**src/rtl/core/bfdh_pkg.sv**
```systemverilog
// Shared types, constants and hash step functions for the Bloom filter block.
// Used by every module under rtl/core; depends on nothing else.
package bfdh_pkg;

    localparam logic [63:0] OFFSET_BASIS = 64'hcbf29ce484222325;
    localparam int CFG_INDEX_W = 8;
    localparam int CFG_DATA_W  = 17;
    localparam int HCOUNT_W    = 5;
    localparam logic [CFG_DATA_W-1:0] FBU_RESET = 17'd65536;
    localparam logic [HCOUNT_W-1:0]   HCOUNT_RESET = 5'd3;
    localparam logic [CFG_INDEX_W-1:0] REG_FILTER_BITS_USED = 8'd0;
    localparam logic [CFG_INDEX_W-1:0] REG_HASH_COUNT = 8'd1;

    // One finished key on its way from the hashing front to the probe engine.
    typedef struct packed {
        logic        is_check;
        logic [63:0] ha;
        logic [63:0] hb;
    } key_job_t;

    typedef enum logic [2:0] {
        ST_CLEAR,
        ST_IDLE,
        ST_DIV,
        ST_ACCESS,
        ST_NEXT,
        ST_RESULT
    } back_state_t;

    // FNV-1a step; the prime is 2^40 + 0x1b3, so the product is a shift and a small multiply.
    function automatic logic [63:0] hash_a_step(input logic [63:0] h, input logic [7:0] b);
        logic [63:0] x;
        x = h ^ {56'd0, b};
        return (x << 40) + (x * 64'h1b3);
    endfunction

    // Multiply by 2^24 + 0x193, then XOR in the byte.
    function automatic logic [63:0] hash_b_step(input logic [63:0] h, input logic [7:0] b);
        return ((h << 24) + (h * 64'h193)) ^ {56'd0, b};
    endfunction

endpackage

```
**src/rtl/core/bfdh_front.sv**
```systemverilog
// Hashing front: takes key bytes, keeps both running hashes, emits one job per key.
// Depends on bfdh_pkg.
module bfdh_front (
    input  logic               clk,
    input  logic               rst_n,
    input  logic               in_valid,
    output logic               in_ready,
    input  logic               req_type,
    input  logic [7:0]         key_byte,
    input  logic               has_byte,
    input  logic               last_byte,
    input  logic               hold,
    input  logic               q_ready,
    output logic               q_push,
    output bfdh_pkg::key_job_t q_job
);
    import bfdh_pkg::*;

    logic [63:0] ha_reg;
    logic [63:0] ha_next;
    logic [63:0] hb_reg;
    logic [63:0] hb_next;
    logic        accept;

    assign in_ready = q_ready && !hold;
    assign accept   = in_valid && in_ready;
    assign q_push   = accept && last_byte;

    always_comb
    begin
        ha_next = has_byte ? hash_a_step(ha_reg, key_byte) : ha_reg;
        hb_next = has_byte ? hash_b_step(hb_reg, key_byte) : hb_reg;
    end

    assign q_job = '{is_check: req_type, ha: ha_next, hb: hb_next};

    always_ff @(posedge clk or negedge rst_n)
    begin
        if (!rst_n)
        begin
            ha_reg <= OFFSET_BASIS;
            hb_reg <= OFFSET_BASIS;
        end
        else if (accept)
        begin
            ha_reg <= last_byte ? OFFSET_BASIS : ha_next;
            hb_reg <= last_byte ? OFFSET_BASIS : hb_next;
        end
    end

endmodule

```
**config.mk**
```make
export PLATFORM = sky130hd
export DESIGN_NAME = bfdh_front
export DESIGN_NICKNAME = d
export VERILOG_FILES = /design/src/rtl/core/bfdh_pkg.sv /design/src/rtl/core/bfdh_front.sv
export SDC_FILE = /design/constraint.sdc
export NUM_CORES = 2
export LEC_CHECK = 0
export CAP_MARGIN = 20
export CORE_MARGIN = 2
export CORE_UTILIZATION = 45
export CTS_BUF_LIST = sky130_fd_sc_hd__clkbuf_16
export DETAILED_ROUTE_END_ITERATION = 7
export DONT_BUFFER_PORTS = 1
export SYNTH_ARGS = -nofsm -noshare
export SYNTH_HDL_FRONTEND = slang
export SYNTH_SLANG_ARGS = --single-unit
```
**constraint.sdc**
```tcl
create_clock -name clk -period 6.8 [get_ports clk]
set_input_delay 0.34 -clock clk [delete_from_list [all_inputs] [get_ports clk]]
set_output_delay 0.34 -clock clk [all_outputs]
set_load 0.01 [all_outputs]
```
==> out/qor.csv <==
stage,metric,value,unit
grt,gr-total-overflow,0,
sta,fin_crit,6658,ps
grt,grt_pass1_vias,23536,
yosys,synth.avg_cell_area,9.021,sq um
cts,clkSinkCount,128,
final_layout,drive_above_1_share,0.08029,
cts,cts_tree,done,
grt,track_usage,0.2808,
sta,finalSetupViolCount,0,
floorplan,die-height,256.4,um
yosys,syn-num-nets,4026,
worst_setup_path,crit_type,reg2out,
cts,cts.root.buffer_cell,clkbuf_16,
worst_setup_path,cp-start-kind,flip-flop,
sta,period_share,0.9791,
floorplan,core,63080,sq um
yosys,synth-seq-cells,128,
drt,wl_per_cell,22.25,um
grt,antenna_found_initial,1,
floorplan,fp.dieW,256.4,um
drt,wl_met1,36230,um
worst_setup_path,reg2reg_from,ha_reg[5]$_DFFE_PN1P_,
min_path,hp-class,in2reg,
sta,hold_viol_final,0,
outcome,status,"complete, no violations",
floorplan,ios,147,
worst_setup_path,endpoint_kind,primary output,
worst_setup_path,r2r-end,ha_reg[31]$_DFFE_PN1P_,
worst_setup_path,worstPathRequired,6460,ps
yosys,synth_edf_count,0,
sta,worst_slew_pin_slew,1142,ps
yosys,synth_area,28670,sq um
floorplan,initial_core_util,0.4545,
final_layout,antenna_cells,0,
run,cap_viol_max_count,0,
floorplan,dieArea,65740,sq um
placed_design,dp_hpwl,75910,um
sta,finalSetupTns,0,ps
cts,insertion_delay,510,ps
sta,max_slew_margin,0.2359,
yosys,ys.flop_type,dfrtp_1,
min_path,min_path_cells,2,
drt,dr_wl_met3,6211,um
cts,clk_pin_slew_worst_paths,60,ps
final_layout,layout.nets,3986,
worst_setup_path,r2r_cells,21,
placed_design,routabilityCongestion,0.9886,
drt,dr_total_vias,21518,
drt,routed_wl,88920,um
cts,cts_buffers,17,
drt,ant_nets,0,
grt,grt_pass1_wl,140100,um
drt,drt_iter0_drc,1261,
drt,top_layer,met5,
cts,cts_max_level,4,
grt,grt_max_degree,191,
yosys,yosysWarningCount,0,
worst_setup_path,critPathMaxFanout,7,
drt,dr_wl_met2,42660,um
sta,maxSlewViolCount,0,
placed_design,io_buffers,0,
min_path,hp-start,last_byte,
worst_setup_path,arrival,6320,ps
min_path,min_to,ha_reg[48]$_DFFE_PN0P_,
sta,rsz0062_at_grt,true,
sta,clock_skew,23.41,ps
final_layout,nFillCells,6096,
drt,firstDrtPassIters,5,
yosys,synth.distinct_cells,74,
yosys,ys_seq_area_frac,0.1142,
sta,fmax,150.2,MHz
yosys,netlist_instances,3178,
worst_setup_path,reg2reg_slack,960,ps
drt,drc,0,
drt,vias_per_cell,5.384,
floorplan,rows,92,
cts,clk_path_buf_depth,2,
final_layout,syn2layout_area_growth,6.830,%
yosys,postSynth.asyncResetShare,1.000,
[cells in the mapped netlist, types with 56 or more instances]
library cell | instances | area, sq um
a21o_1 | 66 | 495.5
inv_1 | 897 | 3367
xnor2_1 | 99 | 867.1
clkbuf_1 | 72 | 270.3
nand2_1 | 186 | 698.2
dfstp_2 | 56 | 1471
xor2_1 | 56 | 490.5
nor2_1 | 103 | 386.6
dfrtp_1 | 72 | 1802
fa_1 | 455 | 9109
mux2_2 | 62 | 698.2
a21oi_1 | 151 | 755.7
ha_1 | 377 | 4717
o21ai_0 | 148 | 740.7
[layout make-up]
class	instances	area [sq um]	share of cell area
Clock buffer	17	425.4	0.01389
Clock inverter	15	175.2	0.005720
Inverter	897	3367	0.1099
Multi-Input combinational cell	2063	22050	0.7199
Sequential cell	128	3276	0.1070
Tap cell	846	1059	0.03456
Timing Repair Buffer	31	277.8	0.009070
[worst max-delay path by stage]
| stage | start | end | slack, ps | cells past startpoint |
|---|---|---|---|---|
| CTS | hb_reg[13]$_DFFE_PN1P_ | q_job[57] | 10 | 18 |
| global placement | ha_reg[5]$_DFFE_PN1P_ | q_job[106] | 310 | 21 |
| finish | ha_reg[7]$_DFFE_PN0P_ | q_job[112] | 140 | 23 |
| detailed placement | ha_reg[7]$_DFFE_PN0P_ | q_job[112] | 190 | 21 |
| floorplan | ha_reg[2]$_DFFE_PN1P_ | q_job[124] | 1250 | 22 |
| global route | ha_reg[5]$_DFFE_PN1P_ | q_job[112] | -80 | 23 |
[metrics by stage]
stage | std cells | utilization | setup WS, ps | hold WS [ps] | cell area [sq um]
finish | 3997 | 0.4855 | 141.9 | 91.97 | 30630
global route | 3997 | 0.4855 | -82.35 | 88.27 | 30630
CTS | 3991 | 0.4801 | 13.65 | 69.24 | 30280
detailed placement | 3953 | 0.4682 | 186.3 | 52.23 | 29540
global placement | 3953 | 0.4682 | 311.2 | 52.32 | 29540
floorplan | 3178 | - | 1249 | 44.41 | 28670
[worst max-delay path: stages (launching register included)]
cell,delay [ps]
dfrtp_2,460
xor2_2,260
ha_2,300
inv_1,80
fa_1,540
inv_1,50
fa_1,480
inv_1,50
fa_1,470
inv_1,40
ha_1,270
ha_1,410
and4_1,280
and4_1,210
a22oi_2,60
buf_4,180
a2111oi_2,330
nor3_1,90
buf_4,160
o41ai_4,280
a221o_1,220
xor2_1,270
nand2_1,90
nand2_1,220
[cells by family (layout without fill, tap and decap cells)]
kind of cell    count (synthesis)  after routing  synth area share
simple gates                  425            425           0.06700
compound gates                582            582            0.1328
xor+xnor                      155            155           0.04736
buf+inv                       987            960            0.1296
flops                         128            128            0.1142
fa+ha+maj                     832            832            0.4823
mux                            69             69           0.02680
[layout by cell type (no fill, tap or decap), types with 9 or more instances in the layout]
cell         n
a21oi_1    146
dfstp_2     56
ha_1       363
nand4_1     22
nand2b_1    13
nand2_1    184
o21a_1      10
a2bb2oi_1   11
fa_1       454
o21ai_0    144
mux2_2      61
a22o_1      23
and3_1      14
o21bai_1    25
nor2b_1      9
a31oi_1     21
clkbuf_16   17
and2_1      10
buf_4       27
a21o_1      66
xor2_1      51
dfrtp_1     70
nand3_1     27
o22a_1      24
nor2_1     100
ha_2        10
inv_1      898
xnor2_1     95
nor3_1      11
[per-layer routing]
layer / up-vias / GRT usage
li1: 9944 / -
met1: 10827 / 0.3500
met2: 592 / 0.4734
met3: 153 / 0.06188
met4: 2 / 0.1124
met5: - / 0
[repair_timing]
item / CTS / global route
gates resized for setup: 13 / 59
endpoints found under the hold margin: 143 / 0
hold buffers: 3 / 0
setup buffers: 3 / 5
pin swaps: 3 / 8
endpoints found under the setup margin: 21 / 38
cloned: 0 / 0
Power is left out: the tool's default activity adds up to more than one toggle a clock period on the data nets, which glitch-free logic cannot reach.
