==> src/rtl/core/bfdh_pkg.sv <==
// Shared types, constants and hash step functions for the Bloom filter block.
// Used by every module under rtl/core; depends on nothing else.
package bfdh_pkg;

    localparam logic [63:0] OFFSET_BASIS = 64'hcbf29ce484222325;
    localparam int CFG_INDEX_W = 8;
    localparam int CFG_DATA_W  = 17;
    localparam int HCOUNT_W    = 5;
    localparam logic [CFG_DATA_W-1:0] FBU_RESET = 17'd65536;
    localparam logic [HCOUNT_W-1:0]   HCOUNT_RESET = 5'd3;
    localparam logic [CFG_INDEX_W-1:0] REG_FILTER_BITS_USED = 8'd0;
    localparam logic [CFG_INDEX_W-1:0] REG_HASH_COUNT = 8'd1;

    // One finished key on its way from the hashing front to the probe engine.
    typedef struct packed {
        logic        is_check;
        logic [63:0] ha;
        logic [63:0] hb;
    } key_job_t;

    typedef enum logic [2:0] {
        ST_CLEAR,
        ST_IDLE,
        ST_DIV,
        ST_ACCESS,
        ST_NEXT,
        ST_RESULT
    } back_state_t;

    // FNV-1a step; the prime is 2^40 + 0x1b3, so the product is a shift and a small multiply.
    function automatic logic [63:0] hash_a_step(input logic [63:0] h, input logic [7:0] b);
        logic [63:0] x;
        x = h ^ {56'd0, b};
        return (x << 40) + (x * 64'h1b3);
    endfunction

    // Multiply by 2^24 + 0x193, then XOR in the byte.
    function automatic logic [63:0] hash_b_step(input logic [63:0] h, input logic [7:0] b);
        return ((h << 24) + (h * 64'h193)) ^ {56'd0, b};
    endfunction

endpackage

==> src/rtl/core/bfdh_queue.sv <==
// Two-entry job queue between the hashing front and the probe engine.
// Depends on bfdh_pkg.
module bfdh_queue (
    input  logic               clk,
    input  logic               rst_n,
    input  logic               push,
    input  bfdh_pkg::key_job_t push_job,
    output logic               q_ready,
    input  logic               pop,
    output logic               q_valid,
    output bfdh_pkg::key_job_t head
);
    import bfdh_pkg::*;

    key_job_t    entry_reg [2];
    logic        wr_ptr_reg;
    logic        rd_ptr_reg;
    logic [1:0]  count_reg;
    logic [1:0]  count_next;

    assign q_ready = (count_reg != 2'd2);
    assign q_valid = (count_reg != 2'd0);
    assign head    = entry_reg[rd_ptr_reg];

    always_comb
    begin
        count_next = count_reg + 2'(push) - 2'(pop);
    end

    always_ff @(posedge clk or negedge rst_n)
    begin
        if (!rst_n)
        begin
            wr_ptr_reg <= 1'b0;
            rd_ptr_reg <= 1'b0;
            count_reg  <= 2'd0;
        end
        else
        begin
            count_reg <= count_next;
            if (push)
                wr_ptr_reg <= !wr_ptr_reg;
            if (pop)
                rd_ptr_reg <= !rd_ptr_reg;
        end
    end

    always_ff @(posedge clk)
    begin
        if (push)
            entry_reg[wr_ptr_reg] <= push_job;
    end

endmodule

==> config.mk <==
export PLATFORM = sky130hd
export DESIGN_NAME = bfdh_queue
export DESIGN_NICKNAME = d
export VERILOG_FILES = /design/src/rtl/core/bfdh_pkg.sv /design/src/rtl/core/bfdh_queue.sv
export SDC_FILE = /design/constraint.sdc
export NUM_CORES = 1
export LEC_CHECK = 0
export ABC_AREA = 1
export ABC_CLOCK_PERIOD_IN_PS = 7570
export BUFFER_PORTS_ARGS = -buffer_cell sky130_fd_sc_hd__buf_2
export CAP_MARGIN = 40
export CELL_PAD_IN_SITES_DETAIL_PLACEMENT = 0
export CELL_PAD_IN_SITES_GLOBAL_PLACEMENT = 1
export CORE_ASPECT_RATIO = 1.1
export CORE_MARGIN = 5
export CORE_UTILIZATION = 43
export CTS_CLUSTER_SIZE = 8
export DETAILED_ROUTE_END_ITERATION = 16
export GPL_ROUTABILITY_DRIVEN = 0
export PLACE_DENSITY_LB_ADDON = 0.05
export SLEW_MARGIN = 5
export SYNTH_ARGS = -nofsm -noshare
export SYNTH_HDL_FRONTEND = slang
export SYNTH_SLANG_ARGS = --single-unit
export TNS_END_PERCENT = 50
==> constraint.sdc <==
create_clock -name clk -period 7.57 [get_ports clk]
set_input_delay 0.3785 -clock clk [delete_from_list [all_inputs] [get_ports clk]]
set_output_delay 0.3785 -clock clk [all_outputs]
set_load 0.01 [all_outputs]
==> results.txt, run 1 <==
Worst slew margin = 0.481
CP peak stage delay = 0.71 ns
Psw = 1.62 mW
Row count = 59
Met3 routed WL = 1900 um
Logic pwr share = 0.301
Setup TNS = 0 ns
Max-cap violations = 0
Vias per inst = 4.56
Synthesized area per cell = 14.6 sq um
Max reg flops = 258
Vias in the first global route = 6033
Final setup fails = 0
IO Port Bufs = 263
Leakage power = 5.50 nW
Minimum clock period = 2.71 ns
Root Buffer = clkbuf_16
Async set or reset register ratio after synthesis = 0.0153
Clock Sinks = 262
Final hold violation count = 0
DRT met1 WL = 7760 um
CTS tree = done
Worst-Margin Slew = 0.778 ns
Met2 wire length = 10100 um
Synth cell count leaders = edfxtp_1, inv_1, nand2_1
GRT Residual Overflow = 0
Top sig layer = met5
Hold slack final = 0.0637 ns
Crit path DAT = 2.33 ns
CP required = 7.19 ns
Post-Route WL = 20300 um
Clock power frac = 0.300
Starting density of the core = 0.434
Post-Place Cell Area = 0.0118 sq mm
DIE HEIGHT = 172 um
Hpwl dp = 13800 um
Post-synth top flop = edfxtp_1
Yosys reg bits = 262
# nets final = 1119
Filler instances = 2026
Synthesized area = 0.0102 sq mm
RR Startpoint = wr_ptr_reg
Share of power burned in registers = 0.398
Fmax = 369 MHz
Final clock skew = 0.0136 ns
Initial antenna violation count = 10
Register area share after synthesis = 0.768
Avg WL per Cell = 15.5 um
Cell area power density = 393 mW/mm^2
First drt pass iteration count = 4
Final instance area = 0.0129 sq mm
Initial DRC Count = 292
Number of distinct library cells after synthesis = 18
Cell-internal power = 3.46 mW
Max Slew Vio Count = 0
Switch share = 0.318
Die width = 157 um
Die area = 0.0269 sq mm
First-pass GRT wire length = 30700 um
Synth Instances = 699
Layout cell share with drive strength beyond 1 = 0.418
Core area = 0.0235 sq mm
Overall Power = 5.08 mW
Worst Setup Start Kind = flop
Depth of the CTS H-tree = 2
Yosys top cell by area = edfxtp_1
Top-Level Pins = 264
Vias = 5959
Ys Warns = 0
Post-DRT Antenna Nets = 0
Top cell type's share of synthesized area = 0.758
Fin crit share = 0.358
Number of flops mapped to enable cells by yosys = 258
GRT Resource Usage Total = 0.148
Status = complete, no violations
P&R area growth vs syn = 26.6%
CP Launch Point = rd_ptr_reg
Peak supply drop = 217 uV
Type of the most critical hold path = input port to flop
Most frequent cell after synthesis = edfxtp_1
CTS Buffer Depth = 3
DR DRC count = 0
Crit Path Max Fanout = 47
Num CTS Buffers = 38
Worst setup margin = 4.86 ns
Worst-skew pair later-pin latency = 0.50 ns
Hold path start = push_job[76]
RSZ-0062 raised after global routing = false
Post-synthesis net count = 834
Largest net degree at the start of global routing = 71
CP max-delay cell = dfrtp_4
Cell Chain, Critical Path = buf_4, buf_16, nand2_1, o21ai_2, buf_2
Crit Path Class = flop to output pin
Clock transition at the registers of the reported paths = 0.05 ns
Setup crit end kind = output pin
Gates resized, CTS repair = 0
DP Worst Slack = 5.33 ns
Area contributors post-synth = edfxtp_1, o21ai_2, inv_1
[cell families after synthesis]
kind of cell / after synthesis / synth area share
AO/OA/AOI/OAI: 129 / 0.0963
XOR/XNOR: 2 / 0.00171
buffers and inverters: 165 / 0.0778
AND/OR/NAND/NOR: 139 / 0.0536
flip-flops: 262 / 0.768
adder cells (fa/ha/maj): 2 / 0.00245
[stage by stage]
stage,util,instances
2_1_floorplan,-,699
3_3_place_gp,0.496,1243
3_5_place_dp,0.502,1248
4_1_cts,0.549,1305
5_1_grt,0.549,1308
6_report,0.549,1308
[power by group through the flow]
| stage | combinational (mW) | sequential, mW | clock [mW] |
|---|---|---|---|
| 6_report | 1.53 | 2.02 | 1.53 |
| 3_5_place_dp | 1.57 | 2.05 | 0 |
| 2_1_floorplan | 1.06 | 2.05 | 0 |
| 3_3_place_gp | 1.43 | 2.09 | 0 |
| 5_1_grt | 1.70 | 2.05 | 1.64 |
| 4_1_cts | 1.58 | 2.03 | 1.57 |
[per-layer routing]
metal	global-route usage	vias to the layer above
li1	-	2957
met2	0.250	189
met3	0.0599	48
met1	0.170	2751
met5	0	-
met4	0.0521	14
[path summary, 6_finish.rpt]
| kind | endpoint | slack, ns | depth (start not counted) |
|---|---|---|---|
| max | head[70] | 4.86 | 5 |
| min | entry_reg[0][76] | 0.06 | 1 |
| max reg2reg | entry_reg[1][38] | 5.49 | 4 |
| min reg2reg | wr_ptr_reg | 0.55 | 1 |
| max in group asynchronous | rd_ptr_reg | 7.18 | 2 |
| min in group asynchronous | count_reg[0] | 0.25 | 2 |
[cell type report]
class / count / area (sq um) / share of cell area
well taps: 305 / 382 / 0.0295
flip-flops and latches: 262 / 7850 / 0.607
diodes: 3 / 7.51 / 0.000581
clock buffers: 56 / 1090 / 0.0845
repair buffers: 274 / 1500 / 0.116
inverters: 136 / 515 / 0.0399
multi-input cells: 272 / 1580 / 0.122
[critical path: cells and delay by family (launching register included)]
family          cells  cell delay, ns
buf+inv             3            0.91
flops               1            0.71
simple gates        1            0.10
compound gates      1            0.07
[placed cells by master (no fill, tap or decap), types with 5 or more instances in the layout]
cell type	count
nand2_1	127
nand2_2	10
edfxtp_1	258
o21ai_0	30
buf_4	5
clkbuf_16	41
clkbuf_1	14
buf_2	263
inv_1	135
o21ai_2	90
o21ai_1	9
buf_16	5
[what timing repair did]
action,4_1_cts,5_1_grt
buffers inserted,0,0
hold buffers,1,0
hold endpoints to repair,4,0
Power figures use the tool's default switching activity.
==> run 2, diff against run 1 <==
- ABC_AREA: 1 -> 0
- ABC_CLOCK_PERIOD_IN_PS: 7570 -> 2550
- CORE_UTILIZATION: 43 -> 44
- clock period: 7.57 -> 2.55 ns (I/O delays scaled with it)
==> run 2 against run 1 <==
  * Clock power grew to 2.8 times the previous value
  * Clock skew rose by 0.00053 ns
  * Critical path type unchanged
  * Synthesized cell count is 40% lower
  * Register-to-register slack worse by 4.5 ns
  * Power rose to 2.8 times the previous value
  * Core utilization grew 8.8 points
  * Critical path depth down 2
  * Sequential power grew to 2.9 times the previous value
  * Non-clock buffer count up 129
  * Clock-buffer cell count is 9 lower
  * Combinational power rose to 2.6 times the previous value
  * Routed wire length shrank 0.65%
==> results.txt, run 2 <==
Overall Power = 14.2 mW (+180%)
Final setup fails = 0 (unchanged)
Max Slew Vio Count = 0 (unchanged)
Vias in the first global route = 6015 (-0.30%)
Xor/xnor share of the synthesized area = 0.00433 (+0.00262)
Post-Route WL = 20200 um (-0.65%)
Yosys top cell by area = edfxtp_1
First drt pass iteration count = 4 (unchanged)
RSZ-0062 raised after global routing = false
Hpwl dp = 12700 um (-7.8%)
Top-Level Pins = 264 (unchanged)
Synth cell count leaders = edfxtp_1, mux2_2, buf_6
Largest family of logic cells by synthesized area = multiplexers
Clock Sinks = 262 (unchanged)
Hold slack final = 0.356 ns (+0.292 ns)
Crit path buf inv count = 2 (-1)
Worst Setup EP = head[91]
Status = complete, no violations
Minimum clock period = 2.04 ns
Number of flops mapped to enable cells by yosys = 258 (unchanged)
Crit Path Class = flop to output pin
Area fraction in compound gates after synthesis = 0 (-0.0963)
CP peak stage delay = 0.44 ns (-0.27 ns)
Post-DRT Antenna Nets = 0 (unchanged)
Avg WL per Cell = 17.6 um (+13%)
Synth Area in Simple Gates = 0.00262 (-0.0510)
Worst-Margin Slew = 0.716 ns (-0.0624 ns)
Peak supply drop = 645 uV (+200%)
GRT Resource Usage Total = 0.162 (+0.0145)
Logic pwr share = 0.281 (-0.020)
Critical path depth = 3 (-2)
Register area share after synthesis = 0.823 (+0.0549)
Area contributors post-synth = edfxtp_1, mux2_2, buf_6
Starting density of the core = 0.448 (+0.0138)
Largest net degree at the start of global routing = 79 (+11%)
Top cell type's share of synthesized area = 0.813 (+0.0542)
CP max-delay cell = dfrtp_4
Max reg flops = 258 (unchanged)
Post-CTS Repair Setup Buffers = 0 (unchanged)
Core area = 0.0213 sq mm (-9.5%)
CTS tree = done
DIE HEIGHT = 164 um (-4.2%)
Clock power frac = 0.303 (+0.003)
Clock transition at the registers of the reported paths = 0.05 ns (about the same)
Vias = 5346 (-10%)
Worst-skew pair later-pin latency = 0.49 ns (about the same)
Vias per inst = 4.66 (+2.4%)
Reg-to-reg endpoint = entry_reg[1][70]
IO Port Bufs = 263 (unchanged)
Yosys reg bits = 262 (unchanged)
Crit path max-delay family = buffers and inverters
Post-synthesis net count = 551 (-34%)
DP Worst Slack = 0.942 ns (-4.39 ns)
Die area = 0.0247 sq mm (-8.3%)
CP Launch Point = rd_ptr_reg
Row count = 56 (-5.1%)
Async set or reset register ratio after synthesis = 0.0153 (unchanged)
Fmax = 489 MHz
GRT Residual Overflow = 0 (unchanged)
Leakage power = 5.18 nW (-5.8%)
Post-synth top flop = edfxtp_1
Final clock skew = 0.0142 ns (+0.000532 ns)
CP required = 2.42 ns (-4.77 ns)
Share of power burned in registers = 0.416 (+0.018)
CTS Buffer Depth = 3 (unchanged)
Reg-to-reg slack, setup = 0.97 ns (-4.52 ns)
# nets final = 980 (-12%)
Most frequent cells in the layout = buf_2, edfxtp_1, dlygate4sd3_1, mux2_2, clkbuf_16
R2R depth = 2 (-2)
Synth Instances = 416 (-40%)
Gates resized, CTS repair = 0 (unchanged)
Worst Setup Start Kind = flop
Ys Warns = 0 (unchanged)
Initial antenna violation count = 1 (-9)
Switch share = 0.273 (-0.0457)
Setup TNS = 0 ns (unchanged)
Num CTS Buffers = 38 (unchanged)
Setup crit end kind = output pin
Psw = 3.87 mW (+140%)
Depth of the CTS H-tree = 2 (unchanged)
Initial DRC Count = 228 (-22%)
Worst setup margin = 0.506 ns (-4.36 ns)
Cell-internal power = 10.3 mW (+200%)
First-pass GRT wire length = 31000 um (+1.0%)
Final hold violation count = 0 (unchanged)
Number of distinct library cells after synthesis = 14 (-4)
RR Startpoint = wr_ptr_reg
P&R area growth vs syn = 42.2%
Crit Path Max Fanout = 77 (+64%)
Crit path DAT = 1.92 ns (-0.41 ns)
Root Buffer = clkbuf_16
Layout cell share with drive strength beyond 1 = 0.519 (+0.101)
Layout Cells excl Fill = 1146 (-12%)
Most frequent cell after synthesis = edfxtp_1
Synth Area in Adders = 0.00262 (+0.000175)
DR DRC count = 0 (unchanged)
Max-cap violations = 0 (unchanged)
Worst slew margin = 0.523 (+0.0416)
Cell Chain, Critical Path = buf_12, mux2_2, buf_2
Multiplexer share of the synthesized area = 0.152 (+0.152)
Synthesized area = 0.00953 sq mm (-6.7%)
Type of the most critical hold path = input port to flop
Die width = 150 um (-4.2%)
Filler instances = 1577 (-22%)
Synthesized area per cell = 22.9 sq um (+57%)
Cell area power density = 1050 mW/mm^2 (+170%)
Fin crit share = 0.802
Placed Cells = 962 (-23%)
Most common cell after layout, fill and taps aside = buf_2
==> run 2: worst min-delay path by stage <==
| stage | startpoint | endpoint | slack, ns | depth (start not counted) |
|---|---|---|---|---|
| after global routing | push_job[128] | entry_reg[1][128] | 0.34 | 2 |
| after floorplan | rst_n | count_reg[0] | -0.17 | 0 |
| after detailed placement | rst_n | count_reg[0] | -0.06 | 1 |
| final | push_job[128] | entry_reg[1][128] | 0.36 | 2 |
| after CTS | push_job[18] | entry_reg[0][18] | 0.33 | 2 |
| after global placement | rst_n | count_reg[1] | -0.06 | 1 |
==> run 2: logic make-up after synthesis <==
group                      Yosys count
adders and majority gates            2
muxes                              129
xor gates and xnor gates             3
and+or+nand+nor                      4
buffers and inverters               16
DFF                                262
==> run 2: power groups by stage <==
| stage | registers, mW | logic (mW) | clock network, mW |
|---|---|---|---|
| after floorplan | 5.97 | 2.48 | 0 |
| after global placement | 5.94 | 3.88 | 0 |
| after detailed placement | 5.99 | 3.89 | 0 |
| after CTS | 5.92 | 4.08 | 4.43 |
| after global routing | 5.97 | 4.32 | 4.66 |
| final | 5.91 | 3.98 | 4.30 |
==> run 2: area by class of cell <==
cell class | instances | area (sq um) | share of cell area
repair buffers | 403 | 2760 | 0.204
multi-input cells | 138 | 1550 | 0.115
clock inverters | 2 | 12.5 | 0.000923
diodes | 2 | 5.00 | 0.000369
clock buffers | 47 | 1010 | 0.0742
inverters | 2 | 7.51 | 0.000554
well taps | 290 | 363 | 0.0268
flip-flops and latches | 262 | 7850 | 0.579
==> run 2: metal layers <==
metal | vias up | track usage | routed length, um
met5 | - | 0 | 0
met4 | 0 | 0.0532 | 524
met3 | 36 | 0.0639 | 1840
met2 | 181 | 0.289 | 10400
met1 | 2616 | 0.177 | 7430
li1 | 2513 | - | -
==> run 2: through the flow <==
stage	instance area, sq um	utilization
final	13600	0.637
after global routing	13600	0.637
after CTS	13600	0.636
after detailed placement	11200	0.526
after global placement	11200	0.526
after floorplan	9540	-
==> run 2: what timing repair did <==
item | in CTS | in global routing
hold buffers | 133 | 0
endpoints found under the hold margin | 265 | 0
setup endpoints to repair | 0 | 0
